$ cat config.mk
export PLATFORM = sky130hd
export DESIGN_NAME = dual_channel_avg_step_detector
export DESIGN_NICKNAME = d
export VERILOG_FILES = /design/src/design/dcasd_pkg.sv /design/src/design/dual_channel_avg_step_detector.sv
export SDC_FILE = /design/constraint.sdc
export NUM_CORES = 1
export LEC_CHECK = 0
export ABC_CLOCK_PERIOD_IN_PS = 12100
export BUFFER_PORTS_ARGS = -buffer_cell sky130_fd_sc_hd__buf_2
export CAP_MARGIN = 30
export CORE_ASPECT_RATIO = 0.75
export CORE_MARGIN = 10
export CORE_UTILIZATION = 60
export CTS_CLUSTER_SIZE = 10
export DETAILED_ROUTE_END_ITERATION = 8
export GPL_ROUTABILITY_DRIVEN = 0
export GPL_TIMING_DRIVEN = 0
export PLACE_DENSITY_LB_ADDON = 0.15
export SLEW_MARGIN = 20
export SYNTH_ARGS = -nofsm -noshare
export SYNTH_HDL_FRONTEND = slang
export SYNTH_SLANG_ARGS = --single-unit
$ cat constraint.sdc
create_clock -name clk -period 12.1 [get_ports clk]
set_input_delay 1.21 -clock clk [delete_from_list [all_inputs] [get_ports clk]]
set_output_delay 1.21 -clock clk [all_outputs]
set_load 0.02 [all_outputs]
$ cat src/design/dcasd_pkg.sv
`default_nettype none
// ----------------------------------------------------------------------------
// dcasd_pkg
// shared types and constants of the dual-channel boxcar step detector
// ----------------------------------------------------------------------------
package dcasd_pkg;

  // ring depths must be powers of two (averages are taken by shifting)
  localparam int LONG_DEPTH  = 32;
  localparam int SHORT_DEPTH = 4;
  localparam int SAMPLE_BITS = 12;

  localparam int LONG_AW  = $clog2(LONG_DEPTH);
  localparam int SHORT_AW = $clog2(SHORT_DEPTH);
  localparam int LSUM_W   = SAMPLE_BITS + LONG_AW;
  localparam int SSUM_W   = SAMPLE_BITS + SHORT_AW;
  localparam int THR_W    = 12;
  localparam int TIMER_W  = 16;
  localparam int CMP_W    = ((SAMPLE_BITS > THR_W) ? SAMPLE_BITS : THR_W) + 1;

  localparam logic [THR_W-1:0] THR_RESET = THR_W'(300);

  // sequencer phases
  localparam logic [1:0] PH_WARM_LED  = 2'd0;
  localparam logic [1:0] PH_WARM_MEAS = 2'd1;
  localparam logic [1:0] PH_SAMP_LED  = 2'd2;
  localparam logic [1:0] PH_SAMP_MEAS = 2'd3;

  typedef struct packed {
    logic [SAMPLE_BITS-1:0] sample_left;
    logic [SAMPLE_BITS-1:0] sample_right;
    logic [TIMER_W-1:0]     timer_now;
  } in_item_t;

  typedef struct packed {
    logic                   led_on;
    logic                   warming;
    logic                   fire_left;
    logic                   fire_right;
    logic [TIMER_W-1:0]     capture_time;
    logic [SAMPLE_BITS-1:0] long_avg_left;
    logic [SAMPLE_BITS-1:0] long_avg_right;
    logic [SAMPLE_BITS-1:0] short_avg_left;
    logic [SAMPLE_BITS-1:0] short_avg_right;
  } out_item_t;

endpackage
`default_nettype wire

$ cat src/design/dual_channel_avg_step_detector.sv
`default_nettype none
// ----------------------------------------------------------------------------
// dual_channel_avg_step_detector
// two-channel long/short boxcar average step detector with led sequencer
// ----------------------------------------------------------------------------
// Each request is one converter event (left and right sample plus a timer
// value) and produces exactly one result. A request is taken every cycle
// unless in_stall holds it off; it first passes the read stage, which reads
// the ring memories at the current write pointers, and then the update stage,
// which updates the running sums, writes the new samples back and loads the
// output register that presents the result on out_data. Rings are held in
// two synchronous memories (long ring and short ring, both channels side by
// side in one word). Measure requests never follow each other directly, since
// led and measure phases alternate, so a read never meets a pending write to
// the same entry. No clearing pass is needed after reset: the rings are
// written strictly in pointer order, and a "ring full" flag per ring makes an
// entry that has not yet been written read as zero.
module dual_channel_avg_step_detector
  import dcasd_pkg::*;
(
  input  wire logic             clk,
  input  wire logic             rst_n,
  // event requests
  input  wire logic             in_valid,
  output logic                  in_stall,
  input  wire in_item_t         in_data,
  // results
  output logic                  out_valid,
  input  wire logic             out_stall,
  output out_item_t             out_data,
  // threshold register write
  input  wire logic             cfg_valid,
  output logic                  cfg_ready,
  input  wire logic [THR_W-1:0] cfg_data
);

  localparam logic [LONG_AW-1:0]  LONG_LAST  = LONG_AW'(LONG_DEPTH - 1);
  localparam logic [SHORT_AW-1:0] SHORT_LAST = SHORT_AW'(SHORT_DEPTH - 1);

  // what the read stage hands to the update stage
  typedef struct packed {
    logic                   push;
    logic                   sampling;
    logic                   led_on;
    logic                   warming;
    logic                   long_old_ok;
    logic                   short_old_ok;
    logic [LONG_AW-1:0]     long_idx;
    logic [SHORT_AW-1:0]    short_idx;
    logic [SAMPLE_BITS-1:0] sample_left;
    logic [SAMPLE_BITS-1:0] sample_right;
    logic [TIMER_W-1:0]     timer_now;
  } stage_t;

  // ring memories, both channels per word: [0] left, [1] right
  logic [1:0][SAMPLE_BITS-1:0] long_mem  [LONG_DEPTH];
  logic [1:0][SAMPLE_BITS-1:0] short_mem [SHORT_DEPTH];
  logic [1:0][SAMPLE_BITS-1:0] long_rd_r;
  logic [1:0][SAMPLE_BITS-1:0] short_rd_r;

  // control state
  logic [1:0]          phase_r, phase_nxt;
  logic [LONG_AW-1:0]  long_idx_r, long_idx_nxt;
  logic [SHORT_AW-1:0] short_idx_r, short_idx_nxt;
  logic                long_full_r, short_full_r;
  logic [THR_W-1:0]    thr_r;

  // running sums
  logic [1:0][LSUM_W-1:0] long_sum_r, long_sum_nxt;
  logic [1:0][SSUM_W-1:0] short_sum_r, short_sum_nxt;

  // pipeline
  stage_t    s1_r, s1_nxt;
  logic      s1_valid_r;
  logic      s1_go;
  logic      accept;
  out_item_t out_r, out_nxt;
  logic      out_valid_r;

  logic                           push0;
  logic [1:0][SAMPLE_BITS-1:0]    new_smp;
  logic [1:0][SAMPLE_BITS-1:0]    long_old, short_old;
  logic [1:0][SAMPLE_BITS-1:0]    long_avg, short_avg;
  logic [1:0]                     fire;

  // ---------------------------------------------------------------------------
  // handshakes
  // ---------------------------------------------------------------------------
  // update stage moves on when the output register is free or being emptied
  assign s1_go     = !out_valid_r || !out_stall;
  assign in_stall  = s1_valid_r && !s1_go;
  assign accept    = in_valid && !in_stall;
  assign out_valid = out_valid_r;
  assign out_data  = out_r;
  assign cfg_ready = 1'b1;

  // ---------------------------------------------------------------------------
  // read stage: sequencer and ring pointers
  // ---------------------------------------------------------------------------
  assign push0 = (phase_r == PH_WARM_MEAS) || (phase_r == PH_SAMP_MEAS);

  always_comb begin
    long_idx_nxt  = (long_idx_r == LONG_LAST) ? '0 : long_idx_r + 1'b1;
    short_idx_nxt = (short_idx_r == SHORT_LAST) ? '0 : short_idx_r + 1'b1;
    case (phase_r)
      PH_WARM_LED:  phase_nxt = PH_WARM_MEAS;
      // warm-up ends once the long pointer has just reached its last entry
      PH_WARM_MEAS: phase_nxt = (long_idx_nxt == LONG_LAST) ? PH_SAMP_LED : PH_WARM_LED;
      PH_SAMP_LED:  phase_nxt = PH_SAMP_MEAS;
      PH_SAMP_MEAS: phase_nxt = PH_SAMP_LED;
      default:      phase_nxt = PH_WARM_LED;
    endcase

    s1_nxt.push         = push0;
    s1_nxt.sampling     = (phase_r == PH_SAMP_MEAS);
    s1_nxt.led_on       = (phase_r == PH_WARM_LED) || (phase_r == PH_SAMP_LED);
    s1_nxt.warming      = (phase_nxt == PH_WARM_LED) || (phase_nxt == PH_WARM_MEAS);
    s1_nxt.long_old_ok  = long_full_r;
    s1_nxt.short_old_ok = short_full_r;
    s1_nxt.long_idx     = long_idx_r;
    s1_nxt.short_idx    = short_idx_r;
    s1_nxt.sample_left  = in_data.sample_left;
    s1_nxt.sample_right = in_data.sample_right;
    s1_nxt.timer_now    = in_data.timer_now;
  end

  always_ff @(posedge clk) begin
    if (!rst_n) begin
      phase_r      <= PH_WARM_LED;
      long_idx_r   <= '0;
      short_idx_r  <= '0;
      long_full_r  <= 1'b0;
      short_full_r <= 1'b0;
      s1_valid_r   <= 1'b0;
    end else begin
      if (accept) begin
        phase_r    <= phase_nxt;
        s1_valid_r <= 1'b1;
        if (push0) begin
          long_idx_r  <= long_idx_nxt;
          short_idx_r <= short_idx_nxt;
          if (long_idx_r == LONG_LAST) begin
            long_full_r <= 1'b1;
          end
          if (short_idx_r == SHORT_LAST) begin
            short_full_r <= 1'b1;
          end
        end
      end else if (s1_go) begin
        s1_valid_r <= 1'b0;
      end
    end
  end

  // stage payload and ring reads, held while the update stage is stalled
  always_ff @(posedge clk) begin
    if (accept) begin
      s1_r       <= s1_nxt;
      long_rd_r  <= long_mem[long_idx_r];
      short_rd_r <= short_mem[short_idx_r];
    end
  end

  // ---------------------------------------------------------------------------
  // update stage: sums, detection, write-back
  // ---------------------------------------------------------------------------
  always_comb begin
    new_smp[0] = s1_r.sample_left;
    new_smp[1] = s1_r.sample_right;
    for (int ch = 0; ch < 2; ch++) begin
      // entries not yet written since reset count as zero
      long_old[ch]  = s1_r.long_old_ok ? long_rd_r[ch] : '0;
      short_old[ch] = s1_r.short_old_ok ? short_rd_r[ch] : '0;
      if (s1_r.push) begin
        long_sum_nxt[ch]  = long_sum_r[ch] - LSUM_W'(long_old[ch]) + LSUM_W'(new_smp[ch]);
        short_sum_nxt[ch] = short_sum_r[ch] - SSUM_W'(short_old[ch])
                            + SSUM_W'(new_smp[ch]);
      end else begin
        long_sum_nxt[ch]  = long_sum_r[ch];
        short_sum_nxt[ch] = short_sum_r[ch];
      end
      long_avg[ch]  = long_sum_nxt[ch][LSUM_W-1:LONG_AW];
      short_avg[ch] = short_sum_nxt[ch][SSUM_W-1:SHORT_AW];
      // widened compare so average plus threshold never wraps
      fire[ch] = s1_r.sampling &&
                 (CMP_W'(short_avg[ch]) > (CMP_W'(long_avg[ch]) + CMP_W'(thr_r)));
    end

    out_nxt.led_on          = s1_r.led_on;
    out_nxt.warming         = s1_r.warming;
    out_nxt.fire_left       = fire[0];
    out_nxt.fire_right      = fire[1];
    out_nxt.capture_time    = (fire[0] || fire[1]) ? s1_r.timer_now : '0;
    out_nxt.long_avg_left   = long_avg[0];
    out_nxt.long_avg_right  = long_avg[1];
    out_nxt.short_avg_left  = short_avg[0];
    out_nxt.short_avg_right = short_avg[1];
  end

  always_ff @(posedge clk) begin
    if (!rst_n) begin
      long_sum_r  <= '0;
      short_sum_r <= '0;
      out_valid_r <= 1'b0;
      thr_r       <= THR_RESET;
    end else begin
      if (s1_valid_r && s1_go) begin
        long_sum_r  <= long_sum_nxt;
        short_sum_r <= short_sum_nxt;
        out_valid_r <= 1'b1;
      end else if (!out_stall) begin
        out_valid_r <= 1'b0;
      end
      if (cfg_valid && cfg_ready) begin
        thr_r <= cfg_data;
      end
    end
  end

  always_ff @(posedge clk) begin
    if (s1_valid_r && s1_go) begin
      out_r <= out_nxt;
    end
  end

  // write-back of the new samples
  always_ff @(posedge clk) begin
    if (s1_valid_r && s1_go && s1_r.push) begin
      long_mem[s1_r.long_idx]   <= new_smp;
      short_mem[s1_r.short_idx] <= new_smp;
    end
  end

  // ---------------------------------------------------------------------------
  // assertions
  // ---------------------------------------------------------------------------
  // a detection only happens in a sampling measure phase, so the led is dark
  // and warm-up is over
  a_fire_phase: assert property (@(posedge clk) disable iff (!rst_n)
    out_valid_r && (out_r.fire_left || out_r.fire_right) |-> !out_r.warming && !out_r.led_on)
    else $error("detection outside a sampling measure phase");

  // no captured time without a detection
  a_capture_zero: assert property (@(posedge clk) disable iff (!rst_n)
    out_valid_r && !out_r.fire_left && !out_r.fire_right |-> out_r.capture_time == '0)
    else $error("capture time without detection");

  // a measure phase is never followed directly by another measure phase
  a_no_back_to_back_push: assert property (@(posedge clk) disable iff (!rst_n)
    accept && push0 |=> !push0)
    else $error("measure phase followed by measure phase");

  // a stalled update stage keeps its request
  a_stage_hold: assert property (@(posedge clk) disable iff (!rst_n)
    s1_valid_r && !s1_go |=> s1_valid_r && $stable(s1_r))
    else $error("update stage lost a request under stall");

endmodule
`default_nettype wire

[Word level (Yosys, flattened, before mapping)]
Memories as Yosys holds them, arrays and structs flattened. A register that Yosys moved wholly into a read port is not among the register bits.
Cells that the tools add are included.
Storage, ports and cells
  input bits: 57
  bits in latches: 0
  bits in writable memories: 864
  logic and storage cells: 100
  bits in read-only memories: 0
  output and inout bits: 71
  memories: 2
  register bits: 208
Cells by class
  multiply operators: 0
  bitwise operators: 0
  multiplexer cells: 18
  shift-type cells: 0
  eq/ne operators: 8
  divide/modulo/power cells: 0
  add/subtract/negate cells: 12
  order comparisons: 2
  reduce and logical (&&, ||, !) cells: 22
Memory list
  long_mem: depth 32, bits a word 24, read ports 1, clocked after memory_dff 1, write ports 1, RTL line dual_channel_avg_step_detector.sv:56  | logic [1:0][SAMPLE_BITS-1:0] long_mem [LONG_DEPTH];
  short_mem: depth 4, bits a word 24, read ports 1, clocked after memory_dff 1, write ports 1, RTL line dual_channel_avg_step_detector.sv:57  | logic [1:0][SAMPLE_BITS-1:0] short_mem [SHORT_DEPTH];
Operators by type and width (count)
  $mux 12: 4
  $add 17x12->17: 2
  $mux 17: 2
  $sub 17x12->17: 2
  $add 14x12->14: 2
  $mux 14: 2
  $sub 14x12->14: 2
  $add 12x12->13: 2
  $gt 12x13->1: 2
  $eq 5x5->1 const B: 2
  $pmux 2 s4: 1
  $eq 2x2->1 const B: 3
  $logic_and 1x1->1: 6
  $mux 1: 6
  $reduce_and 3->1: 2
  $add 5x1->5 const B: 1
  $logic_or 1x1->1: 5
  $mux 5: 1
  $eq 2x1->1 const B: 2
  $logic_not 1->1: 4
  $logic_not 2->1: 2
  $mux 2: 2
  $reduce_and 2->1: 2
  $add 2x1->2 const B: 1
  2 further kinds: 2

[Longest topological paths before layout]
  word-level depth: 8
  gate-level depth with buffers: 31
  depth with buffers taken out: 29

[Least setup slack after synthesis]
OpenSTA, ideal clock, no wires.
  path type: register -> register
  from: register s1_r, in the netlist new_smp[1]
  to: register out_r, in the netlist out_data[54] (data pin)
  required time: 11.828 ns
  arrival: 5.812 ns
  period minus slack after synthesis: 6.083 ns
  stages on the path, launching flop included: 28
  setup time: 0.272 ns
  path buffers: 1
  slack: 6.017 ns
  cells stage by stage: edfxtp_1 > inv_1 > fa_1 > inv_1 > fa_1 > a211oi_1 > o21ai_1 > and2_1 > a21oi_1 > xnor2_1 > nand2_1 > o21ai_1 > ha_1 > a21o_1 > a21oi_1 > a21boi_1 > o2111a_1 > or3_1 > xnor2_1 > ha_1 > o21ai_1 > nand2b_1 > a21oi_1 > nor4b_1 > and3_1 > o21ai_1 > clkbuf_1 > a21boi_1
RTL lines
  start, declared: RTL line dual_channel_avg_step_detector.sv:73  | stage_t s1_r, s1_nxt;
  start signal, assigned: RTL line dual_channel_avg_step_detector.sv:158  | s1_r <= s1_nxt;
  end signal, assigned: RTL line dual_channel_avg_step_detector.sv:222  | out_r <= out_nxt;
  end, declared: RTL line dual_channel_avg_step_detector.sv:77  | out_item_t out_r, out_nxt;

==> impl_metrics.csv <==
group,metric,value,unit
run_status,status,"finished, final reports clean",
cts,cts-resized-gates,0,
synth,synthTopCellsByArea,"edfxtp_1 (65%), mux4_2 (12%), dfxtp_1 (3.6%), ha_1 (3.1%), fa_1 (2.1%)",
drt,routedWlPerCell,28.9,µm
grt,first_global_vias,27100,
power,power_frac_clock,38.3,%
power,power_switching,2.27,mW
drt,ant_nets,0,
synth,synth_top_area_cell,"edfxtp_1",
die,ioPinCount,128,
flow_run,drv_cap,0,
sta,slew_headroom,32.0,%
sta,tightestPinTransition,1.02,ns
cts,postCtsHoldBufs,0,
sta,finalSetupViolCount,0,
sta,clock_skew,0.0279,ns
synth,synthArstFlopShare,0,%
layout,syn2layout_area_growth,15.4,%
power,p_seq_share,48.1,%
sta,fmax,0.129,GHz
setup_path,r2r_cells,25,
grt,grt.overflow.total,0,
synth,synthCells,2764,
sta,drv_slew,0,
cts,insertion_delay,0.73,ns
die,die_w,346,µm
cts,clock_tree.root_cell,"clkbuf_16",
cts,clkTransAtPathRegs,0.05,ns
drt,dr.pass1.iters,6,
synth,ys.flop_type,"edfxtp_1",
grt,grt_pass1_wl,177,mm
sta,timing.final.crit_share,63.9,%
layout,drive_above_1_share,22.3,%
setup_path,path_buf_inv,3,
setup_path,arrival,8.18,ns
setup_path,worstSetupStartpointType,"register",
cts,cts.sinks,1120,
power,combPwrFrac,13.6,%
sta,fin_crit,7.73,ns
synth,synth_edf_count,1033,
power,vdd_drop_max,0.142,mV
layout,nFillCells,4848,
cts,cts_setup_buffers,0,
setup_path,critPathCaptureType,"register",
power,switching_share,25.0,%
cts,cts_htree_levels,4,
die,std_cell_rows,89,
sta,whs,0.430,ns
cts,clock_path_buffers,3,
worst_hold_path,hold_end,"out_data[67]",
sta,hold_viol,0,
placed_design,hpwl,83.7,mm
synth,yosysWarnings,0,
synth,yosysMostFrequentCell,"edfxtp_1",
setup_path,slowest_stage,"clkbuf_1",
power,cellLeakagePower,18.8,nW
die,die_y,265,µm
power,intPower,6.83,mW
setup_path,r2r-start,"s1_r[48]",
setup_path,cp_max_fo,10,
synth,netlist_top_cells_count,"edfxtp_1 (1033), mux4_2 (256), inv_1 (197)",
cts,cts_tree,"done",
drt,drt_first_iter_violations,3737,
worst_hold_path,min_path_cells,0,
grt,antenna_found_initial,0,
grt,grt.total_usage,26.4,%
synth,ys_types,68,
die,start_util,60.7,%
layout,fin_nets,3324,
drt,wl,122,mm
power,p_per_area,165,mW/mm²
synth,synth-seq-cells,1120,
die,core,0.0790,mm²
layout,multi_input_area,0.0141,mm²
sta,timing.setup.tns,0,ns
placed_design,portBuffers,126,
setup_path,crit_family,"compound AO/OA/AOI/OAI gates",
drt,via_count,27100,
synth,syn_nets,2988,
synth,synth.avg_cell_area,17.3,µm²
setup_path,cp-startpoint,"s1_r[48]",
drt,drc,0,
grt,grt_start_max_net_pins,51,
setup_path,path_class,"register to register",
die,die_area,0.0917,mm²
setup_path,r2r-end,"out_data[61]",
worst_hold_path,hold_path_class,"register to register",
cts,cts_buffers,130,
setup_path,cpPeakStageDelay,0.58,ns
setup_path,r2r_slack,4.37,ns
setup_path,critPathRequiredTime,12.55,ns
synth,synth_area,0.0479,mm²
drt,viasPerCell,6.45,
layout,seqCellArea,0.0328,mm²
synth,ys_seq_area_share,68.4,%
sta,rsz0062_at_grt,"no",
synth,yosysTopAreaCellShare,64.7,%
worst_hold_path,min_from,"out_nxt[67]",
==> power by group through the flow <==
stage               clock (mW)  sequential (mW)  combinational (mW)
global placement             0             4.48                1.12
floorplan                    0             4.47               0.802
detailed placement           0             4.45                1.20
finish                    3.48             4.38                1.24
CTS                       3.53             4.37                1.21
global route              3.69             4.38                1.34
==> area by class of cell <==
type                       instances  share of cell area [%]
buffer                           117                    1.00
clock inverter                    10                   0.260
inverter                         201                    1.36
multi-input combinational       1326                    25.5
tap                             1046                    2.37
antenna                            1                 0.00452
clock buffer                     178                    6.38
sequential                      1120                    59.2
timing repair buffer             204                    3.85
==> state kept, by name, indices dropped and copies added (netlist names) <==
name / cells
long_full_r: 1
long_idx_r: 5
long_mem: 768
long_rd_r: 24
long_sum_r: 34
new_smp: 24
out_data: 68
out_nxt: 2
out_valid: 1
phase_r: 2
s1_r: 27
s1_valid_r: 1
short_full_r: 1
short_idx_r: 2
short_mem: 96
short_rd_r: 24
short_sum_r: 28
thr_r: 12
==> stage by stage <==
stage / total power [mW] / util [%] / worst slack [ns] / cell area (µm²) / instances
4_1_cts: 9.12 / 69.9 / 4.37 / 55200 / 4195
6_report: 9.10 / 70.1 / 4.37 / 55300 / 4203
3_5_place_dp: 5.65 / 65.3 / 4.46 / 51500 / 4007
3_3_place_gp: 5.59 / 63.2 / 2.08 / 49900 / 3936
2_1_floorplan: 5.28 / - / 6.02 / 47900 / 2764
5_1_grt: 9.41 / 70.0 / 3.88 / 55300 / 4202
==> worst reg2reg max path, delay by kind of cell, from the launching register on <==
kind	cells	cell delay, ns
buffers and inverters	3	1.07
XOR/XNOR	2	0.43
flip-flops	1	0.49
adder cells (fa/ha/maj)	5	1.51
AO/OA/AOI/OAI	11	3.22
AND/OR/NAND/NOR	4	0.74
==> how the worst max path moves through the flow <==
stage	end	slack, ns	cells after the start
2_1_floorplan	out_data[54]	6.02	27
5_1_grt	out_data[61]	3.88	25
3_5_place_dp	out_data[60]	4.46	24
4_1_cts	out_data[61]	4.37	24
3_3_place_gp	short_mem[2][9]	2.08	7
6_report	out_data[61]	4.37	25
==> cell families after synthesis <==
logic type / share of synthesized area (%)
AND/OR/NAND/NOR: 4.51
flip-flops: 68.4
adder cells (fa/ha/maj): 5.14
AO/OA/AOI/OAI: 4.16
multiplexers: 13.8
buffers and inverters: 2.73
other: 0.00782
XOR/XNOR: 1.32
==> layout by cell type (no fill, tap or decap), types with 50 or more instances in the layout <==
cell type and instances:
clkbuf_16 133, nand2_1 137, nor2_1 77, fa_1 50
edfxtp_1 1033, inv_1 197, buf_2 133, dfxtp_1 87
and2_1 53, ha_1 117, mux4_2 256, clkbuf_1 116
o21ai_1 50, a21oi_1 107
==> routing by layer <==
| layer | wire [µm] | track usage, % |
|---|---|---|
| met1 | 49700 | 39.4 |
| met2 | 52900 | 37.9 |
| met3 | 15300 | 6.94 |
| met4 | 3590 | 8.77 |
| met5 | 0 | 0 |
(Power assumes the default switching activity.)
